$ cat config.mk
export PLATFORM = sky130hd
export DESIGN_NAME = rbd_front_flat
export DESIGN_NICKNAME = d
export VERILOG_FILES = /design/src/hdl/rbd_pkg.sv /design/src/hdl/rbd_if.sv /design/src/hdl/rbd_front.sv /design/src/flat_wrapper.sv
export SDC_FILE = /design/constraint.sdc
export NUM_CORES = 1
export LEC_CHECK = 0
export BUFFER_PORTS_ARGS = -buffer_cell sky130_fd_sc_hd__buf_4
export CORE_ASPECT_RATIO = 1.2
export CORE_MARGIN = 2
export CORE_UTILIZATION = 45
export CTS_BUF_LIST = sky130_fd_sc_hd__clkbuf_4
export DETAILED_ROUTE_END_ITERATION = 12
export PLACE_DENSITY = 0.75
export REMOVE_ABC_BUFFERS = 1
export SYNTH_ARGS = -nofsm -noshare
export SYNTH_HDL_FRONTEND = slang
export SYNTH_SLANG_ARGS = --single-unit
$ cat constraint.sdc
create_clock -name clk -period 15.35 [get_ports clk]
set_clock_uncertainty 0.05 [all_clocks]
set_input_delay 1.535 -clock clk [delete_from_list [all_inputs] [get_ports clk]]
set_output_delay 1.535 -clock clk [all_outputs]
set_load 0.02 [all_outputs]
$ cat src/hdl/rbd_pkg.sv
// rbd_pkg: shared constants, configuration register codes and payload types
// for the RGB box downscaler. Depends on nothing; every other file uses it.
`default_nettype none

package rbd_pkg;

  // Default sizing of the block
  localparam int DEF_MAX_WIDTH  = 4096;
  localparam int DEF_MAX_FACTOR = 16;

  // One color channel
  localparam int PIX_W = 8;

  // Configuration port
  localparam int CFG_IDX_W    = 1;
  localparam int CFG_DATA_W   = 13;
  localparam int FACTOR_REG_W = 5;
  localparam int WIDTH_REG_W  = 13;

  localparam logic [CFG_IDX_W-1:0] CFG_IDX_FACTOR = 1'b0;
  localparam logic [CFG_IDX_W-1:0] CFG_IDX_WIDTH  = 1'b1;

  // Register values after reset
  localparam int FACTOR_RST = 2;
  localparam int WIDTH_RST  = 640;

  // Entries in the queue between front and back (power of two)
  localparam int QUEUE_DEPTH = 4;

  typedef struct packed {
    logic [PIX_W-1:0] red;
    logic [PIX_W-1:0] green;
    logic [PIX_W-1:0] blue;
  } rbd_pix_t;

  // Classification the front attaches to each pixel it queues
  typedef struct packed {
    logic first;    // first pixel of its block: start a fresh sum
    logic emit;     // last pixel of its block: produce a mean
    logic row_end;  // block is the last one of its output row
  } rbd_flags_t;

endpackage

`default_nettype wire

$ cat src/hdl/rbd_if.sv
// rbd_in_if / rbd_out_if: valid/ready channels for source pixels and for
// block means. Depends on rbd_pkg.
`default_nettype none

interface rbd_in_if;
  logic                     valid;
  logic                     ready;
  logic [rbd_pkg::PIX_W-1:0] in_red;
  logic [rbd_pkg::PIX_W-1:0] in_green;
  logic [rbd_pkg::PIX_W-1:0] in_blue;
  logic                     frame_start;

  modport source (output valid, in_red, in_green, in_blue, frame_start, input ready);
  modport sink   (input valid, in_red, in_green, in_blue, frame_start, output ready);
endinterface


`default_nettype wire

$ cat src/hdl/rbd_front.sv
// rbd_front: raster position counters; classifies each accepted pixel
// (block start, block end, row end, inside kept area). Depends on rbd_pkg, rbd_if.
`default_nettype none

module rbd_front #(
  parameter int MAX_WIDTH  = rbd_pkg::DEF_MAX_WIDTH,
  parameter int MAX_FACTOR = rbd_pkg::DEF_MAX_FACTOR
) (
  input  wire logic                           clk,
  input  wire logic                           rst_n,
  input  wire logic [$clog2(MAX_FACTOR+1)-1:0] f_eff,
  input  wire logic [$clog2(MAX_WIDTH):0]      w_eff,
  rbd_in_if.sink                              in_ch,
  output logic                                push_valid,
  input  wire logic                           push_ready,
  output logic [$clog2(MAX_WIDTH)-1:0]        push_addr,
  output rbd_pkg::rbd_pix_t                   push_pix,
  output rbd_pkg::rbd_flags_t                 push_flags
);

  localparam int CW = $clog2(MAX_WIDTH);
  localparam int FW = $clog2(MAX_FACTOR + 1);
  localparam int KW = $clog2(MAX_FACTOR);
  localparam int PW = CW + FW + 1;

  logic [CW-1:0] src_col_r, src_col_nxt, src_cur;
  logic [CW-1:0] out_col_r, out_col_nxt, out_cur;
  logic [KW-1:0] row_r, row_nxt, row_cur;
  logic [KW-1:0] col_r, col_nxt, col_cur;

  logic          accept;
  logic [PW-1:0] blk_base;
  logic [PW-1:0] f_ext;
  logic          active;
  logic          last_blk;
  logic [FW:0]   row_inc;
  logic [FW:0]   col_inc;
  logic [CW:0]   src_inc;

  assign in_ch.ready = push_ready;
  assign accept      = in_ch.valid && push_ready;

  // frame_start clears the position before the pixel is placed
  always_comb begin
    src_cur = in_ch.frame_start ? '0 : src_col_r;
    out_cur = in_ch.frame_start ? '0 : out_col_r;
    row_cur = in_ch.frame_start ? '0 : row_r;
    col_cur = in_ch.frame_start ? '0 : col_r;
  end

  // Block covers source columns blk_base .. blk_base+F-1; kept if it fits in W
  assign f_ext    = PW'(f_eff);
  assign blk_base = PW'(out_cur) * f_ext;
  assign active   = (blk_base + f_ext) <= PW'(w_eff);
  assign last_blk = (blk_base + f_ext + f_ext) > PW'(w_eff);

  assign row_inc = (FW+1)'(row_cur) + (FW+1)'(1);
  assign col_inc = (FW+1)'(col_cur) + (FW+1)'(1);
  assign src_inc = (CW+1)'(src_cur) + (CW+1)'(1);

  // Queue payload
  always_comb begin
    push_valid         = in_ch.valid && active;
    push_addr          = out_cur;
    push_pix.red       = in_ch.in_red;
    push_pix.green     = in_ch.in_green;
    push_pix.blue      = in_ch.in_blue;
    push_flags.first   = (row_cur == '0) && (col_cur == '0);
    push_flags.emit    = active && (row_inc >= (FW+1)'(f_eff))
                         && (col_inc >= (FW+1)'(f_eff));
    push_flags.row_end = last_blk;
  end

  // Advance the raster position
  always_comb begin
    src_col_nxt = src_cur;
    out_col_nxt = out_cur;
    row_nxt     = row_cur;
    col_nxt     = col_cur;
    if (col_inc >= (FW+1)'(f_eff)) begin
      col_nxt     = '0;
      out_col_nxt = out_cur + CW'(1);
    end else begin
      col_nxt = KW'(col_inc);
    end
    if (src_inc >= (CW+1)'(w_eff)) begin
      src_col_nxt = '0;
      col_nxt     = '0;
      out_col_nxt = '0;
      row_nxt     = (row_inc >= (FW+1)'(f_eff)) ? '0 : KW'(row_inc);
    end else begin
      src_col_nxt = CW'(src_inc);
    end
  end

  always_ff @(posedge clk) begin
    if (!rst_n) begin
      src_col_r <= '0;
      out_col_r <= '0;
      row_r     <= '0;
      col_r     <= '0;
    end else if (accept) begin
      src_col_r <= src_col_nxt;
      out_col_r <= out_col_nxt;
      row_r     <= row_nxt;
      col_r     <= col_nxt;
    end
  end

endmodule

`default_nettype wire

$ cat src/flat_wrapper.sv
// flat-port wrapper written by rule: the top's interface ports become plain ports
module rbd_front_flat 
#(
  parameter int MAX_WIDTH  = rbd_pkg::DEF_MAX_WIDTH,
  parameter int MAX_FACTOR = rbd_pkg::DEF_MAX_FACTOR
)
  (clk, rst_n, f_eff, w_eff, push_valid, push_ready, push_addr, push_pix, push_flags, in_ch_valid, in_ch_in_red, in_ch_in_green, in_ch_in_blue, in_ch_frame_start, in_ch_ready);
  rbd_in_if in_ch_i ();
  input  wire logic clk;
  input  wire logic rst_n;
  input  wire logic [$clog2(MAX_FACTOR+1)-1:0] f_eff;
  input  wire logic [$clog2(MAX_WIDTH):0] w_eff;
  output logic push_valid;
  input  wire logic push_ready;
  output logic [$clog2(MAX_WIDTH)-1:0] push_addr;
  output rbd_pkg::rbd_pix_t push_pix;
  output rbd_pkg::rbd_flags_t push_flags;
  input wire logic [$bits(in_ch_i.valid)-1:0] in_ch_valid;
  input wire logic [$bits(in_ch_i.in_red)-1:0] in_ch_in_red;
  input wire logic [$bits(in_ch_i.in_green)-1:0] in_ch_in_green;
  input wire logic [$bits(in_ch_i.in_blue)-1:0] in_ch_in_blue;
  input wire logic [$bits(in_ch_i.frame_start)-1:0] in_ch_frame_start;
  output wire logic [$bits(in_ch_i.ready)-1:0] in_ch_ready;
  assign in_ch_i.valid = in_ch_valid;
  assign in_ch_i.in_red = in_ch_in_red;
  assign in_ch_i.in_green = in_ch_in_green;
  assign in_ch_i.in_blue = in_ch_in_blue;
  assign in_ch_i.frame_start = in_ch_frame_start;
  assign in_ch_ready = in_ch_i.ready;
  rbd_front #(.MAX_WIDTH(MAX_WIDTH), .MAX_FACTOR(MAX_FACTOR)) u_core (.clk(clk), .rst_n(rst_n), .f_eff(f_eff), .w_eff(w_eff), .in_ch(in_ch_i), .push_valid(push_valid), .push_ready(push_ready), .push_addr(push_addr), .push_pix(push_pix), .push_flags(push_flags));
endmodule
# Yosys cells after proc, flatten, opt, wreduce, memory -nomap -nowiden
# Index checks and enable logic that the tools add are counted.
# word_totals
regBits	32
wordCells	34
# classes
mul	1
muxes	11
reduce_logical	7
n_lt_le_gt_ge	5
addsub	6
# ops
op	count
12-bit 2-to-1 mux	5
18-bit by 5-bit adder with 18-bit output	2
4-bit 2-to-1 mux	6
18-bit by 13-bit greater-than comparator with 1-bit output	1
18-bit by 13-bit less-or-equal comparator with 1-bit output	1
12-bit by 5-bit multiplier with 17-bit output	1
12-bit by 1-bit adder with 13-bit output, second input constant	1
13-bit greater-or-equal comparator	1
12-bit by 1-bit adder with 12-bit output, second input constant	1
6-bit by 5-bit greater-or-equal comparator with 1-bit output	2
4-bit by 1-bit adder with 5-bit output, second input constant	2
4-bit logical NOT	2
1-bit logical AND	5

# Depth between registers and ports, before layout
# logic_depth
ltp_word	6
depth_mapped	31
ltp_nobuf	28

# Least setup slack after synthesis
# No wires, ideal clock.
# synth_path
kind	input port to output port
startpoint	input port in_ch_frame_start
endpoint	output port push_flags[1] (netlist bit)
required_ns	13.765
path_stages	26
arrival_time_ns	7.911
setup_slack_ns	5.854
path_buffers	3
path_cell_list	clkbuf_1 clkbuf_1 nor2b_1 nand2_1 fa_1 fa_1 fa_1 inv_1 ha_1 xor2_1 ha_1 nor2_1 a21oi_2 or3b_1 buf_2 xor2_1 ha_1 a21o_1 a21o_1 a21oi_1 o21ai_0 a21o_1 a21o_1 a21oi_1 o211ai_1 nor4_1
# synth_rtl
item	line_no	rtl
start: declaration	flat_wrapper.sv:22	input wire logic [$bits(in_ch_i.frame_start)-1:0] in_ch_frame_start;
end: declaration	flat_wrapper.sv:17	output rbd_pkg::rbd_flags_t push_flags;

==> impl_results.md <==
* Critical-path top delay cell: fa_1
* Top cells by count, synth: ha_1 (88), nand2_1 (74), inv_1 (69)
* Most used DFF post-synth: dfxtp_1
* Relative slew slack at between 40% and 50%
* WP depth at 30
* WL/cell at about 15 um
* # hold bufs at CTS at 0
* Root Driver: clkbuf_4
* CP startpoint kind: primary input
* Die Ht at 131 um
* Fin. max-slew vios at 0
* Max Freq at between 0.1 and 0.15 GHz
* Post-synthesis async set-or-reset flop share at 0%
* Sink Count at 32
* Area growth syn-to-layout at 4.46%
* Largest net degree at the start of global routing at 48
* Final hold violation count at 0
* Final ANT Viol Nets at 0
* Avg Cell Area, Syn at slightly below 8 um2
* RSZ-0062 raised after global routing: no
* Power per cell area at roughly 29 nW/um2
* Clock Latency Late Sink at roughly 340 ps
* Buffers on Ports at 39
* Sequential-to-total area share from yosys stat at around a tenth
* GP Congestion at ~0.85
* Warnings, synthesis at 0
* Fin crit period at approximately 9800 ps
* Num CTS Buffers at 5
* Hold Path Class: flop to flop
* Tot GR Track Use at 20.4%
* Vias in the first global route at 4985
* Most frequent CP cell: ha_1
* CP arrival at a little over 8000 ps
* Actual slew at the worst max-slew pin at 890 ps
* Flop-to-flop setup slack at around 12000 ps
* Synth area leader: ha_1
* Number of H-tree levels at 2
* # IOs at 88
* Post-Layout Cell Count at roughly 940
* Setup repair bufs after CTS at 0
* Starting Density at approximately 46%
* Core Rows at between 40 and 50
* Worst hold path depth at 2
* Die footprint at 14400 um2
* Post-Syn Instances at 780
* GR Overflow Total at 0
* CP endpoint kind: output pin
* Register bit count reported by yosys at 32
* CP delay by family, top: adder cells
* Critical path's largest stage delay at ~540 ps
* First-pass GRT wire length at approximately 23000 um
* Share of cells above drive strength 1 at a little over 8%
* CTS tree: built
* Netlist cell types at 73
* Inst Count DP at 933
* Total core area at approximately 13000 um2
* Post-synth top area share at 18.2%
* Post-DP HPWL at roughly 12000 um
* Vias/cell at about 5.6
* Synthesized cell area at roughly 6100 um2
* EDFF count, synth at 0
* CP max FO at 47
* Reg2reg path depth at 13
* Via count at 5311
* Crit share post-route at 63.6%
* Max Cap Violations at 0
* Leakage Power at roughly 3.2 nW
* Post-CTS resize count at 0
* Power Total at between 0.15 and 0.2 mW
* Worst-path clk slew at about 90 ps
* Outcome: completed
* Max Root-Sink Buffers at 2
* Critical path required time at 13770 ps
* Min Hold Slack at ~430 ps
* Worst path bufs/invs at 4
* Setup tns final at 0 ps
* Die Wd at about 110 um
* Dominant cells by area after synthesis: ha_1 (18%), dfxtp_1 (11%), fa_1 (11%)
* WS Path Type: primary input to output pin
* Most common cell in the netlist: ha_1
* Detailed Routing Iterations Pass 1 at 4
* Final Setup Violations at 0
* VDD IR-drop max at between 40 and 50 uV
* Fin nets at 939
* Initial antenna violation count at 1
* Drt initial violations at around 150
* # DRC at 0
* Final wirelength at ~14000 um
-- cell families (layout without fill, tap and decap cells) --
logic type | after synthesis | in the layout | share of synthesized area, %
and+or+nand+nor | 295 | 295 | 26.0
buffers and inverters | 127 | 120 | 9.53
xor gates and xnor gates | 42 | 42 | 6.33
AOI/OAI and AO/OA | 159 | 159 | 18.0
DFF | 32 | 32 | 10.6
muxes | 5 | 5 | 0.847
other | 0 | 1 | 0
adders and majority gates | 120 | 120 | 28.8
-- state kept, by name (all words and copies together), names as in the netlist --
signal and count:
u_core.out_col_r 12, u_core.src_col_r 12, u_core.col_r 4, u_core.row_r 4
-- per-layer routing --
| layer | global-route usage (%) | part of all wire (%) |
|---|---|---|
| met4 | 5.58 | 1.5 |
| met1 | 26.0 | 46 |
| met5 | 0.357 | 0 |
| met3 | 3.56 | 4.8 |
| met2 | 35.2 | 48 |
-- path summary, 6_finish.rpt --
check | start | endpoint
worst max-delay path | in_ch_frame_start | push_flags[0]
worst min register to register | u_core.src_col_r[5] | u_core.src_col_r[5]
worst max register to register | u_core.src_col_r[0] | u_core.row_r[3]
worst min-delay path | u_core.src_col_r[5] | u_core.src_col_r[5]
-- power by group --
part	internal, mW	switching [mW]
Combinational	0.0214	0.0310
Clock	0.0211	0.0278
Sequential	0.0836	0.000583
-- worst register-to-register path, cell delays in order (launching register included) --
cell	delay, ps
dfxtp_1	350
nor2b_1	320
ha_1	270
and3_1	240
nand3_1	110
xor2_1	140
nor2_1	90
ha_1	330
nand4_1	80
a21oi_1	150
o311ai_0	180
a21oi_1	670
o21ai_0	320
a32o_1	350
-- per-stage QoR --
| stage | area [um2] | util [%] | worst slack, ps |
|---|---|---|---|
| floorplan | 5740 | - | 6150 |
| global placement | 6260 | 47.5 | 5780 |
| detailed placement | 6260 | 47.5 | 5580 |
| CTS | 6320 | 48.0 | 5550 |
| global route | 6320 | 48.0 | 5070 |
| finish | 6320 | 48.0 | 5590 |
-- layout by cell type, fill, tap and decap left out, types with 23 or more instances in the layout --
| cell type | netlist | layout |
|---|---|---|
| a21oi_1 | 45 | 45 |
| nand2_1 | 74 | 74 |
| inv_1 | 69 | 69 |
| and2_1 | 38 | 38 |
| nor2_1 | 42 | 42 |
| ha_1 | 88 | 88 |
| nor2b_1 | 23 | 23 |
| a21o_1 | 25 | 25 |
| fa_1 | 32 | 32 |
| buf_4 | 26 | 42 |
| dfxtp_1 | 32 | 32 |
| nand3_1 | 33 | 33 |
-- cell type report --
class	instances	area (um2)
Clock buffer	7	52.6
Inverter	70	263
Antenna cell	1	2.50
Tap cell	168	210
Multi-Input combinational cell	621	4840
Sequential cell	32	641
Fill cell	1296	6860
Timing Repair Buffer	42	315
Clock inverter	1	3.75
Note: power is estimated with default switching activity, not from simulation.
