File: config.mk
export PLATFORM = sky130hd
export DESIGN_NAME = rbd_queue
export DESIGN_NICKNAME = d
export VERILOG_FILES = /design/src/hdl/rbd_pkg.sv /design/src/hdl/rbd_queue.sv
export SDC_FILE = /design/constraint.sdc
export NUM_CORES = 1
export LEC_CHECK = 0
export BUFFER_PORTS_ARGS = -buffer_cell sky130_fd_sc_hd__buf_2
export CAP_MARGIN = 20
export CORE_AREA = 10 10 47 49
export CTS_BUF_LIST = sky130_fd_sc_hd__clkbuf_4
export DETAILED_ROUTE_END_ITERATION = 10
export DIE_AREA = 0 0 57 59
export PLACE_DENSITY = 0.66
export RECOVER_POWER = 25
export SLEW_MARGIN = 30
export SYNTH_ARGS = -nofsm -noshare
export SYNTH_HDL_FRONTEND = slang
export SYNTH_SLANG_ARGS = --single-unit
File: constraint.sdc
create_clock -name clk -period 2.9 [get_ports clk]
set_clock_uncertainty 0.1 [all_clocks]
set_input_delay 0.145 -clock clk [delete_from_list [all_inputs] [get_ports clk]]
set_output_delay 0.145 -clock clk [all_outputs]
set_load 0.02 [all_outputs]
File: src/hdl/rbd_pkg.sv
// rbd_pkg: shared constants, configuration register codes and payload types
// for the RGB box downscaler. Depends on nothing; every other file uses it.
`default_nettype none

package rbd_pkg;

  // Default sizing of the block
  localparam int DEF_MAX_WIDTH  = 4096;
  localparam int DEF_MAX_FACTOR = 16;

  // One color channel
  localparam int PIX_W = 8;

  // Configuration port
  localparam int CFG_IDX_W    = 1;
  localparam int CFG_DATA_W   = 13;
  localparam int FACTOR_REG_W = 5;
  localparam int WIDTH_REG_W  = 13;

  localparam logic [CFG_IDX_W-1:0] CFG_IDX_FACTOR = 1'b0;
  localparam logic [CFG_IDX_W-1:0] CFG_IDX_WIDTH  = 1'b1;

  // Register values after reset
  localparam int FACTOR_RST = 2;
  localparam int WIDTH_RST  = 640;

  // Entries in the queue between front and back (power of two)
  localparam int QUEUE_DEPTH = 4;

  typedef struct packed {
    logic [PIX_W-1:0] red;
    logic [PIX_W-1:0] green;
    logic [PIX_W-1:0] blue;
  } rbd_pix_t;

  // Classification the front attaches to each pixel it queues
  typedef struct packed {
    logic first;    // first pixel of its block: start a fresh sum
    logic emit;     // last pixel of its block: produce a mean
    logic row_end;  // block is the last one of its output row
  } rbd_flags_t;

endpackage

`default_nettype wire

File: src/hdl/rbd_queue.sv
// rbd_queue: small register FIFO between the front and back of the
// downscaler. Depends on rbd_pkg for its depth.
`default_nettype none

module rbd_queue #(
  parameter int DATA_W = 1
) (
  input  wire logic              clk,
  input  wire logic              rst_n,
  input  wire logic              push_valid,
  output logic                   push_ready,
  input  wire logic [DATA_W-1:0] push_data,
  output logic                   pop_valid,
  input  wire logic              pop_ready,
  output logic [DATA_W-1:0]      pop_data
);

  localparam int DEPTH = rbd_pkg::QUEUE_DEPTH;
  localparam int AW    = $clog2(DEPTH);

  logic [DATA_W-1:0] slot_r [DEPTH];
  logic [AW-1:0]     wptr_r;
  logic [AW-1:0]     rptr_r;
  logic [AW:0]       count_r;
  logic              push_fire;
  logic              pop_fire;

  assign push_ready = count_r != (AW+1)'(DEPTH);
  assign pop_valid  = count_r != '0;
  assign pop_data   = slot_r[rptr_r];
  assign push_fire  = push_valid && push_ready;
  assign pop_fire   = pop_valid && pop_ready;

  // Pointers and fill level
  always_ff @(posedge clk) begin
    if (!rst_n) begin
      wptr_r  <= '0;
      rptr_r  <= '0;
      count_r <= '0;
    end else begin
      if (push_fire) wptr_r <= wptr_r + AW'(1);
      if (pop_fire)  rptr_r <= rptr_r + AW'(1);
      if (push_fire && !pop_fire) begin
        count_r <= count_r + (AW+1)'(1);
      end else if (pop_fire && !push_fire) begin
        count_r <= count_r - (AW+1)'(1);
      end
    end
  end

  // Storage
  always_ff @(posedge clk) begin
    if (push_fire) slot_r[wptr_r] <= push_data;
  end

endmodule

`default_nettype wire

# After elaboration in Yosys (flattened, before gate mapping)
# Memories as Yosys holds them, arrays and structs flattened. A register that Yosys moved wholly into a read port is not among the register bits.
# Index checks and enable logic that the tools add are counted.
[word_totals]
regBits = 7
ramBits = 4
in_bits = 5
out_inout_bits = 3
wordCells = 23
memories = 1
[mem_list]
columns = ["name", "depth", "width", "rd", "rd_ports_with_merged_regs", "write_ports", "line_no", "text"]
rows = [
  ["slot_r", 4, 1, 1, 1, 1, "rbd_queue.sv:21", "logic [DATA_W-1:0] slot_r [DEPTH];"],
]
[classes]
add_sub_neg = 4
eq_ne = 1
mux = 6
n_reduce_logical = 8
[ops]
columns = ["operator", "n"]
rows = [
  ["two-way mux 3 bit", 2],
  ["adder 2 x 1 -> 2 bit, second input constant", 2],
  ["logical AND 1 bit", 4],
  ["two-way mux 2 bit", 2],
  ["adder 3 x 1 -> 3 bit, second input constant", 1],
  ["inequality test 3 bit, second input constant", 1],
  ["nonzero test 3 bit", 1],
  ["subtractor 3 x 1 -> 3 bit, second input constant", 1],
  ["logical NOT 1 bit", 2],
  ["two-way mux 1 bit", 2],
  ["nonzero test 2 bit", 1],
]

# Logic depth before layout (Yosys ltp)
# Gate-level depths: netlist (run 1).
[depth]
ltp_word = 6
depth_mapped = 8
ltp_nobuf = 8

# Worst setup path before layout (run 1)
# OpenSTA, ideal clock, no wires.
[synth_timing]
kind = "register -> register"
startpoint = "register count_r[0]"
endpoint = "register count_r[2]"
setup_time_ns = 0.076
arrival_time_ns = 1.993
required_time_ns = 2.724
slack_ns = 0.731
path_stages_with_launch = 9
path_buffers = 0
period_less_slack_ns = 2.169
cell_sequence = "dfxtp_1 -> nor2_2 -> a21boi_4 -> ha_1 -> inv_1 -> fa_1 -> xor2_1 -> or3_1 -> a21boi_0"
[synth_via]
elab_chain_len = 5
word_cells_on_any_way = 13
cone_classes = "add/sub (2); eq/ne (1); mux (2); reduce/logical (8)"
[synth_rtl]
columns = ["element", "line_no", "text"]
rows = [
  ["start: declaration", "rbd_queue.sv:24", "logic [AW:0] count_r;"],
  ["start signal: assignment", "rbd_queue.sv:44", "count_r <= count_r + (AW+1)'(1);"],
  ["start signal: assignment", "rbd_queue.sv:46", "count_r <= count_r - (AW+1)'(1);"],
  ["inequality test 3 bit *", "rbd_queue.sv:28", "assign push_ready = count_r != (AW+1)'(DEPTH);"],
  ["logical AND 1 bit *", "rbd_queue.sv:31", "assign push_fire = push_valid && push_ready;"],
  ["named net push_fire", "rbd_queue.sv:25", "logic push_fire;"],
  ["logical NOT 1 bit", "rbd_queue.sv:45", "end else if (pop_fire && !push_fire) begin"],
  ["logical AND 1 bit", "rbd_queue.sv:45", ""],
  ["nonzero test 2 bit (no line)", "--", ""],
]
# Mark *: on every way through the listed nets, which the timed path passes. The rest lies on a longest branch. The select of a mux whose other input is x is not followed.
# A chain may end at the register's enable or synchronous reset.

# Worst setup path in the final report (run 1)
[layout_timing]
startpoint = "register count_r[0]"
endpoint = "register count_r[2]"
[layout_via]
elab_chain_len = 5
word_cells_on_any_way = 13
cone_classes = "add/sub (2); eq/ne (1); mux (2); reduce/logical (8)"
[layout_rtl]
columns = ["element"]
rows = [
  ["branches (longest 5 deep; another with subtractor 3 x 1 -> 3 bit)"],
]
# Parallel ways; which one is timed is not known. The select of a mux whose other input is x is not followed.

==> reports/qor.yml, run 1 <==
synthFlopType: "dfxtp_1"
yosysSeqAreaShare_pct: 46.2
wl_per_cell_um: 11.8
yosys.cell_types.count: 21
synthXorXnorAreaFrac_pct: 5.39
ir_drop_uv: 287
hold_depth: 2
netlist_top_cells_count: "9 x dfxtp_1, 8 x and2_1, 5 x ha_1, 5 x nand2_1, 4 x edfxtp_1"
setup_tns_ns: 0
status: "complete, no violations"
p_comb_share_pct: 36.4
utilization_pct: 51.8
die_w_um: 57
worst_setup_path_end_kind: "flop"
dp_slack_ns: 0.608
grt_first_pass_wirelength_um: 1640
die_h_um: 59
power.density_nw_per_um2: 865
pwr-share-seq_pct: 44.7
clockBufferDepth: 2
drive_gt1_share_pct: 23.4
critPathBufInv: 1
grt_max_degree: 11
synth_area_leaders: "dfxtp_1 28%, edfxtp_1 18%, ha_1 9.6%"
rsz0062_at_grt: "no"
worstPathMaxFanout: 6
vias: 381
diodes: 0
netlist_area_sq_um: 649
ctsHtreeMaxLevel: 1
syn_inst: 53
max_stage_delay_ns: 0.41
overflow: 0
cts_tree: "done"
cap_violations: 0
yosys.area_share.simple_pct: 14.6
async_reset_ff_share_pct: 0
synth_top_family_by_area: "simple AND/OR/NAND/NOR gates"
hold_violations: 0
via_per_inst: 4.76
avgSynthCellArea_sq_um: 12.3
worst_pin_slew_ns: 0.384
grt_pass1_vias: 386
path_depth: 7
postCtsSetupRepairBufs: 0
drc: 0
portBuffers: 7
required_ns: 3.00
register_area_sq_um: 300
fin_crit_sh_pct: 78.2
critPathSlowestCell: "o31ai_1"
hold_path_class: "in2reg"
synth.largest_area_cell: "dfxtp_1"
fin_nets: 76
cts.clk_slew.worst_paths_ns: 0.08
internal-power_uw: 410
final_antenna_net_count: 0
yosysTopAreaCellShare_pct: 27.7
wirelength_um: 943
dieArea_sq_um: 3360
start_util_pct: 46.3
syn_to_final_growth_pct: 11.8
critical_path.top_delay_family: "adder cells"
synth_nets: 64
gp_congestion: 0.649
synth_edf_count: 4
cts-root-buf: "clkbuf_4"
pwr-share-clk_pct: 19.0
core_area_sq_um: 1400
antenna_found_initial: 0
grt_usage_pct: 6.21
synthAdderAreaFrac_pct: 12.7
switching_share_pct: 34.7
ys_warn_count: 0
drtIter0Drc: 3
layout_setup_ws_ns: 0.632
power_uw: 628
cts_buffers: 3
multiInputGateArea_sq_um: 320
layout_min_cycle_time_ns: 2.27
timing.slew.headroom_pct: 74.2
ys_ff_latch: 13
path_cells: "o31ai_1 -> ha_1 -> inv_1 -> fa_1 -> xor2_1 -> or3_1 -> a21boi_0"
p_leak_uw: 0.000300
cp-start-kind: "flop"
drv_slew: 0
num-fill-cells: 131
finalSetupViolCount: 0
fp-row-count: 14
clock_sinks: 13
ioPinCount: 8
p_sw_uw: 218
fmax_mhz: 441
synth-compound-area-share_pct: 10.6
worstPathArrival_ns: 2.37
reg2reg_depth: 7
firstDrtPassIters: 4
synth.most_common_cell: "dfxtp_1"
synth.mux.area_fraction_pct: 8.09
path_class: "reg2reg"
clock_latency_ns: 0.27
holdWs_ns: 0.104
-- worst paths after layout --
path | end | from | slack [ns]
hold / removal | count_r[2] | rst_n | 0.10
setup / recovery | count_r[2] | count_r[0] | 0.63
hold reg to reg | wptr_r[0] | wptr_r[0] | 0.41
setup reg to reg | count_r[2] | count_r[0] | 0.63
-- cell type report --
| type | instances | share of cell area [%] |
|---|---|---|
| clock buffers | 4 | 4.14 |
| inverters | 3 | 1.55 |
| flip-flops and latches | 13 | 41.4 |
| multi-input cells | 36 | 44.1 |
| repair buffers | 8 | 6.03 |
| well taps | 16 | 2.76 |
-- cell usage in the layout, fill, tap and decap left out, types with 3 or more instances in the layout --
master    n
mux2i_1   3
and2_1    8
buf_2     6
edfxtp_1  4
ha_1      5
inv_1     3
dfxtp_1   9
xnor2_1   3
nand2_1   5
clkbuf_4  4
-- metrics by stage --
step	area, sq um	instances
global route	726	80
global placement	701	75
CTS	741	80
detailed placement	701	75
finish	726	80
floorplan	649	53
-- per-layer routing --
layer	track usage [%]	wire, um
met4	5.03	23
met3	2.58	46
met5	0	0
met2	9.77	435
met1	6.39	438
-- what timing repair did --
item                                    CTS  global route
hold buffers                              1             0
gates resized for setup                   0             0
endpoints found under the hold margin     4             0
endpoints found under the setup margin    0             0
-- power groups by stage --
stage | combinational [uW] | clock (uW) | sequential, uW
3_5_place_dp | 234 | 0 | 294
2_1_floorplan | 190 | 0 | 283
3_3_place_gp | 235 | 0 | 290
6_report | 228 | 119 | 281
5_1_grt | 254 | 135 | 289
4_1_cts | 237 | 126 | 289
-- kinds of logic (layout without fill, tap and decap cells) --
group | after synthesis | after routing
AO/OA/AOI/OAI | 5 | 5
multiplexers | 4 | 4
buffers and inverters | 4 | 15
flip-flops | 13 | 13
adder cells (fa/ha/maj) | 6 | 6
XOR/XNOR | 4 | 4
AND/OR/NAND/NOR | 17 | 17
No activity file was read; power rests on OpenSTA's default activity.
==> run 2: changes to the inputs <==
==> constraint.sdc (replaced) <==
create_clock -name clk -period 2.24 [get_ports clk]
set_clock_uncertainty 0.1 [all_clocks]
set_input_delay 0.112 -clock clk [delete_from_list [all_inputs] [get_ports clk]]
set_output_delay 0.112 -clock clk [all_outputs]
set_load 0.02 [all_outputs]
==> run 2 against run 1 <==
Effect of this change: maximum frequency increased by 9.1%; cell count increased by 3.8%; sequential share of layout area decreased by 1.7 points; combinational power increased by 48%; largest cell class unchanged; first-iteration DRC count increased by 67%; clock power increased by 33%; register-to-register slack got worse by 0.47 ns; non-clock buffer count increased by 3; worst setup slack got worse by 0.47 ns; via count increased by 9.4%; largest power group unchanged.
==> reports/qor.yml, run 2 (same netlist as run 1, synthesis figures left out) <==
hold_violations: 0  # unchanged
holdWs_ns: 0.0554  # was 0.104 ns
postCtsSetupRepairBufs: 0  # unchanged
setup_tns_ns: 0  # unchanged
overflow: 0  # unchanged
clock_latency_ns: 0.28  # was 0.27 ns
drtIter0Drc: 5  # was 3
pwr-share-clk_pct: 18.4  # was 19.0%
gp_congestion: 0.711  # was 0.649
cts_tree: "done"  # unchanged
via_per_inst: 5.02  # was 4.76
drive_gt1_share_pct: 32.8  # was 23.4%
critical_path.top_delay_family: "adder cells"  # unchanged
wl_per_cell_um: 12.0  # was 11.8 um
drv_slew: 0  # unchanged
ioPinCount: 8  # unchanged
clockBufferDepth: 2  # unchanged
diodes: 0  # unchanged
layout_setup_ws_ns: 0.161  # was 0.632 ns
power.density_nw_per_um2: 1120  # was 865 nW/um^2
p_comb_share_pct: 39.2  # was 36.4%
max_stage_delay_ns: 0.37  # was 0.41 ns
vias: 417  # was 381
firstDrtPassIters: 4  # unchanged
internal-power_uw: 563  # was 410 uW
path_class: "reg2reg"  # unchanged
final_antenna_net_count: 0  # unchanged
drc: 0  # unchanged
pwr-share-seq_pct: 42.5  # was 44.7%
p_sw_uw: 299  # was 218 uW
cts-root-buf: "clkbuf_4"  # unchanged
hold_path_class: "in2reg"  # unchanged
multiInputGateArea_sq_um: 334  # was 320 sq um
worst_setup_path_end_kind: "flop"  # unchanged
register_area_sq_um: 304  # was 300 sq um
hpwl_um: 764
required_ns: 2.34  # was 3.00 ns
ir_drop_uv: 431  # was 287 uV
fin_crit_sh_pct: 92.8  # was 78.2%
finalSetupViolCount: 0  # unchanged
critPathSlowestCell: "fa_1"  # was o31ai_1
status: "complete, no violations"  # unchanged
wirelength_um: 1000  # was 943 um
fp-row-count: 14  # unchanged
grt_usage_pct: 6.98  # was 6.21%
ctsHtreeMaxLevel: 1  # unchanged
num-fill-cells: 127  # was 131
grt_max_degree: 11  # unchanged
timing.slew.headroom_pct: 83.7  # was 74.2%
final_common_cell: "and2_1"  # was dfxtp_1
grt_pass1_vias: 421  # was 386
p_leak_uw: 0.000317  # was 0.000300 uW
critPathBufInv: 1  # unchanged
path_cells: "o31ai_4 -> ha_1 -> inv_1 -> fa_1 -> xor2_1 -> or3_1 -> a21boi_0"  # was o31ai_1 -> ha_1 -> inv_1 -> fa_1 -> xor2_1 -> or3_1 -> a21boi_0
antenna_found_initial: 0  # unchanged
start_util_pct: 46.3  # unchanged
layout_common_cells: "8 x and2_1, 6 x dfxtp_1, 6 x buf_2"  # was 9 x dfxtp_1, 8 x and2_1, 6 x buf_2
switching_share_pct: 34.7  # about the same
cts.clk_slew.worst_paths_ns: 0.08  # about the same
die_h_um: 59  # unchanged
fin_nets: 79  # was 76
portBuffers: 7  # unchanged
cts_buffers: 3  # unchanged
die_w_um: 57  # unchanged
fmax_mhz: 481  # was 441 MHz
grt_first_pass_wirelength_um: 1790  # was 1640 um
worst_pin_slew_ns: 0.243  # was 0.384 ns
clock_sinks: 13  # unchanged
syn_to_final_growth_pct: 17.9  # was 11.8%
core_area_sq_um: 1400  # unchanged
worstPathArrival_ns: 2.18  # was 2.37 ns
cap_violations: 0  # unchanged
dieArea_sq_um: 3360  # unchanged
cp-start-kind: "flop"  # unchanged
dp_slack_ns: 0.132  # was 0.608 ns
rsz0062_at_grt: "no"  # unchanged
layout_min_cycle_time_ns: 2.08  # was 2.27 ns
worstPathMaxFanout: 4  # was 6
## run 2: cell types whose count changed in the layout (fill, tap and decap cells not counted)
cell and change:
buf_4 +3, dfxtp_1 -3, dfxtp_2 +3, o31ai_1 -1, o31ai_4 +1
## run 2: metrics by stage
| stage | std cells | cell area, sq um | total power [uW] | util [%] |
|---|---|---|---|---|
| after floorplan | 53 | 649 | 613 | - |
| after global placement | 78 | 723 | 701 | 51.6 |
| after detailed placement | 78 | 723 | 707 | 51.6 |
| after CTS | 83 | 763 | 868 | 54.5 |
| after global routing | 83 | 766 | 932 | 54.6 |
| final | 83 | 766 | 861 | 54.6 |
## run 2: worst paths after layout
| kind | start | to | slack, ns | cells past startpoint |
|---|---|---|---|---|
| setup / recovery | count_r[0] | count_r[2] | 0.16 | 7 |
| hold reg to reg | wptr_r[1] | wptr_r[1] | 0.41 | 2 |
| setup reg to reg | count_r[0] | count_r[2] | 0.16 | 7 |
| hold / removal | rst_n | count_r[1] | 0.06 | 2 |
## run 2: cell type report
| cell class | count | area share [%] |
|---|---|---|
| repair buffers | 11 | 8.66 |
| well taps | 16 | 2.61 |
| clock buffers | 4 | 3.92 |
| flip-flops and latches | 13 | 39.7 |
| multi-input cells | 36 | 43.6 |
| inverters | 3 | 1.47 |
## run 2: power by group through the flow
stage          sequential [uW]  combinational [uW]  clock [uW]
2_1_floorplan              366                 247           0
3_3_place_gp               366                 334           0
3_5_place_dp               368                 339           0
4_1_cts                    362                 344         161
5_1_grt                    376                 389         167
6_report                   366                 338         158
## run 2: per-layer routing
metal	global-route usage (%)	routed length, um	vias up
met2	11.5	490	11
met3	2.36	49	5
li1	-	-	210
met5	0	0	-
met4	7.05	38	0
met1	6.59	422	191
## run 2: what timing repair did
action	CTS	global route
hold endpoints to repair	4	0
hold buffers	1	0
resized for setup	0	3
endpoints found under the setup margin	0	1
==> run 3: changes to the inputs <==
--- a/config.mk
+++ b/config.mk
@@ -11,7 +11,8 @@
 export CTS_BUF_LIST = sky130_fd_sc_hd__clkbuf_4
 export DETAILED_ROUTE_END_ITERATION = 10
 export DIE_AREA = 0 0 57 59
-export PLACE_DENSITY = 0.66
+export MAX_ROUTING_LAYER = met4
+export PLACE_DENSITY = 0.69
 export RECOVER_POWER = 25
 export SLEW_MARGIN = 30
 export SYNTH_ARGS = -nofsm -noshare
==> run 3 against run 2 <==
Effect of this change: die area unchanged; register-to-register slack hardly changed; critical path depth rose by 1; sequential share of layout area fell by 0.71 points; maximum frequency shrank 0.68%; clock power is 3% lower; combinational power grew 3%; flip-flop and latch count is the same; total power is essentially flat; count of clock-buffer cells in the layout unchanged; via count decreased by 3.6%; critical endpoint unchanged; largest power group unchanged.
==> reports/qor.yml, run 3 (same netlist as run 1, synthesis figures left out) <==
status: "complete, no violations"  # unchanged
vias: 402  # was 417
setup_tns_ns: 0  # unchanged
via_per_inst: 4.79  # was 5.02
switching_share_pct: 34.1  # was 34.7%
core_area_sq_um: 1400  # unchanged
timing.slew.headroom_pct: 83.4  # was 83.7%
wl_per_cell_um: 10.7  # was 12.0 um
fp-row-count: 14  # unchanged
die_w_um: 57  # unchanged
p_leak_uw: 0.000320  # was 0.000317 uW
cap_violations: 0  # unchanged
drtIter0Drc: 0  # was 5
grt_first_pass_wirelength_um: 1790  # unchanged
fmax_mhz: 478  # was 481 MHz
critPathBufInv: 1  # unchanged
fin_nets: 80  # was 79
placed_cell_area_sq_um: 723  # unchanged
clock_sinks: 13  # unchanged
dieArea_sq_um: 3360  # unchanged
hpwl_um: 737  # was 764 um
layout_common_cells: "8 x and2_1, 8 x dfxtp_1, 6 x buf_2"  # was 8 x and2_1, 6 x dfxtp_1, 6 x buf_2
worst_pin_slew_ns: 0.249  # was 0.243 ns
power.density_nw_per_um2: 1110  # was 1120 nW/um^2
worstPathArrival_ns: 2.20  # was 2.18 ns
pwr-share-seq_pct: 41.8  # was 42.5%
cts-root-buf: "clkbuf_4"  # unchanged
max_stage_delay_ns: 0.43  # was 0.37 ns
die_h_um: 59  # unchanged
path_class: "reg2reg"  # unchanged
cp-start-kind: "flop"  # unchanged
cts_tree: "done"  # unchanged
critical_path.top_delay_family: "adder cells"  # unchanged
finalSetupViolCount: 0  # unchanged
grt_max_degree: 11  # unchanged
hold_violations: 0  # unchanged
worst_setup_path_end_kind: "flop"  # unchanged
clockBufferDepth: 2  # unchanged
grt_pass1_vias: 400  # was 421
gp_congestion: 0.681  # was 0.711
clock_latency_ns: 0.27  # was 0.28 ns
path_cells: "nor2_2 -> a21boi_4 -> ha_2 -> inv_1 -> fa_1 -> xor2_1 -> or3_1 -> a21boi_0"  # was o31ai_4 -> ha_1 -> inv_1 -> fa_1 -> xor2_1 -> or3_1 -> a21boi_0
rsz0062_at_grt: "no"  # unchanged
cts.clk_slew.worst_paths_ns: 0.07  # was 0.08 ns
ir_drop_uv: 459  # was 431 uV
drive_gt1_share_pct: 32.4  # was 32.8%
ioPinCount: 8  # unchanged
wirelength_um: 897  # was 1000 um
overflow: 0  # unchanged
cts_buffers: 3  # unchanged
ctsHtreeMaxLevel: 1  # unchanged
portBuffers: 7  # unchanged
worstPathMaxFanout: 4  # unchanged
final_antenna_net_count: 0  # unchanged
pwr-share-clk_pct: 17.9  # was 18.4%
hold_path_class: "in2reg"  # unchanged
antenna_found_initial: 0  # unchanged
layout_min_cycle_time_ns: 2.09  # was 2.08 ns
fin_crit_sh_pct: 93.4  # was 92.8%
drc: 0  # unchanged
p_sw_uw: 294  # was 299 uW
firstDrtPassIters: 1  # was 4
drv_slew: 0  # unchanged
required_ns: 2.34  # about the same
grt_usage_pct: 7.06  # was 6.98%
p_comb_share_pct: 40.3  # was 39.2%
start_util_pct: 46.3  # unchanged
internal-power_uw: 567  # was 563 uW
syn_to_final_growth_pct: 19.1  # was 17.9%
diodes: 0  # unchanged
stdcell_area_sq_um: 773  # was 766 sq um
critPathSlowestCell: "dfxtp_1"  # was fa_1
[run 3: worst paths after layout]
| check | slack, ns | to | cells after the start | from |
|---|---|---|---|---|
| worst max-delay path | 0.15 | count_r[2] | 8 | count_r[0] |
| worst max register to register | 0.15 | count_r[2] | 8 | count_r[0] |
| worst min-delay path | 0.04 | count_r[2] | 2 | rst_n |
| worst min register to register | 0.40 | wptr_r[1] | 2 | wptr_r[1] |
[run 3: what timing repair did]
action | in CTS | in global routing
endpoints found under the hold margin | 4 | 0
hold buffers | 1 | 0
setup endpoints to repair | 0 | 1
resized for setup | 0 | 2
setup buffers | 0 | 1
[run 3: cell type report]
class / count / area, sq um
fill: 132 / 628
multi-input combinational: 36 / 337
sequential: 13 / 302
timing repair buffer: 12 / 73.8
clock buffer: 4 / 30.0
tap: 16 / 20.0
inverter: 3 / 11.3
[run 3: layer usage]
layer	share of wire, %	global-route usage, %
met1	41	6.86
met2	48	10.7
met3	8.5	4.29
met4	1.9	4.03
met5	0	-
[run 3: power groups by stage]
stage / clock [uW] / combinational, uW / sequential (uW)
4_1_cts: 162 / 345 / 360
3_3_place_gp: 0 / 334 / 364
6_report: 154 / 347 / 359
5_1_grt: 175 / 403 / 372
3_5_place_dp: 0 / 341 / 366
2_1_floorplan: 0 / 247 / 366
[run 3: stage by stage]
step / power [uW] / setup slack [ns] / instances / util [%] / hold WS [ns]
after detailed placement: 707 / 0.127 / 78 / 51.6 / 0.230
final: 861 / 0.147 / 84 / 55.2 / 0.0447
after global routing: 950 / 0.00295 / 84 / 55.2 / 0.0461
after global placement: 698 / 0.181 / 78 / 51.6 / 0.228
after CTS: 867 / 0.106 / 83 / 54.5 / 0.0505
after floorplan: 613 / 0.0714 / 53 / - / 0.111
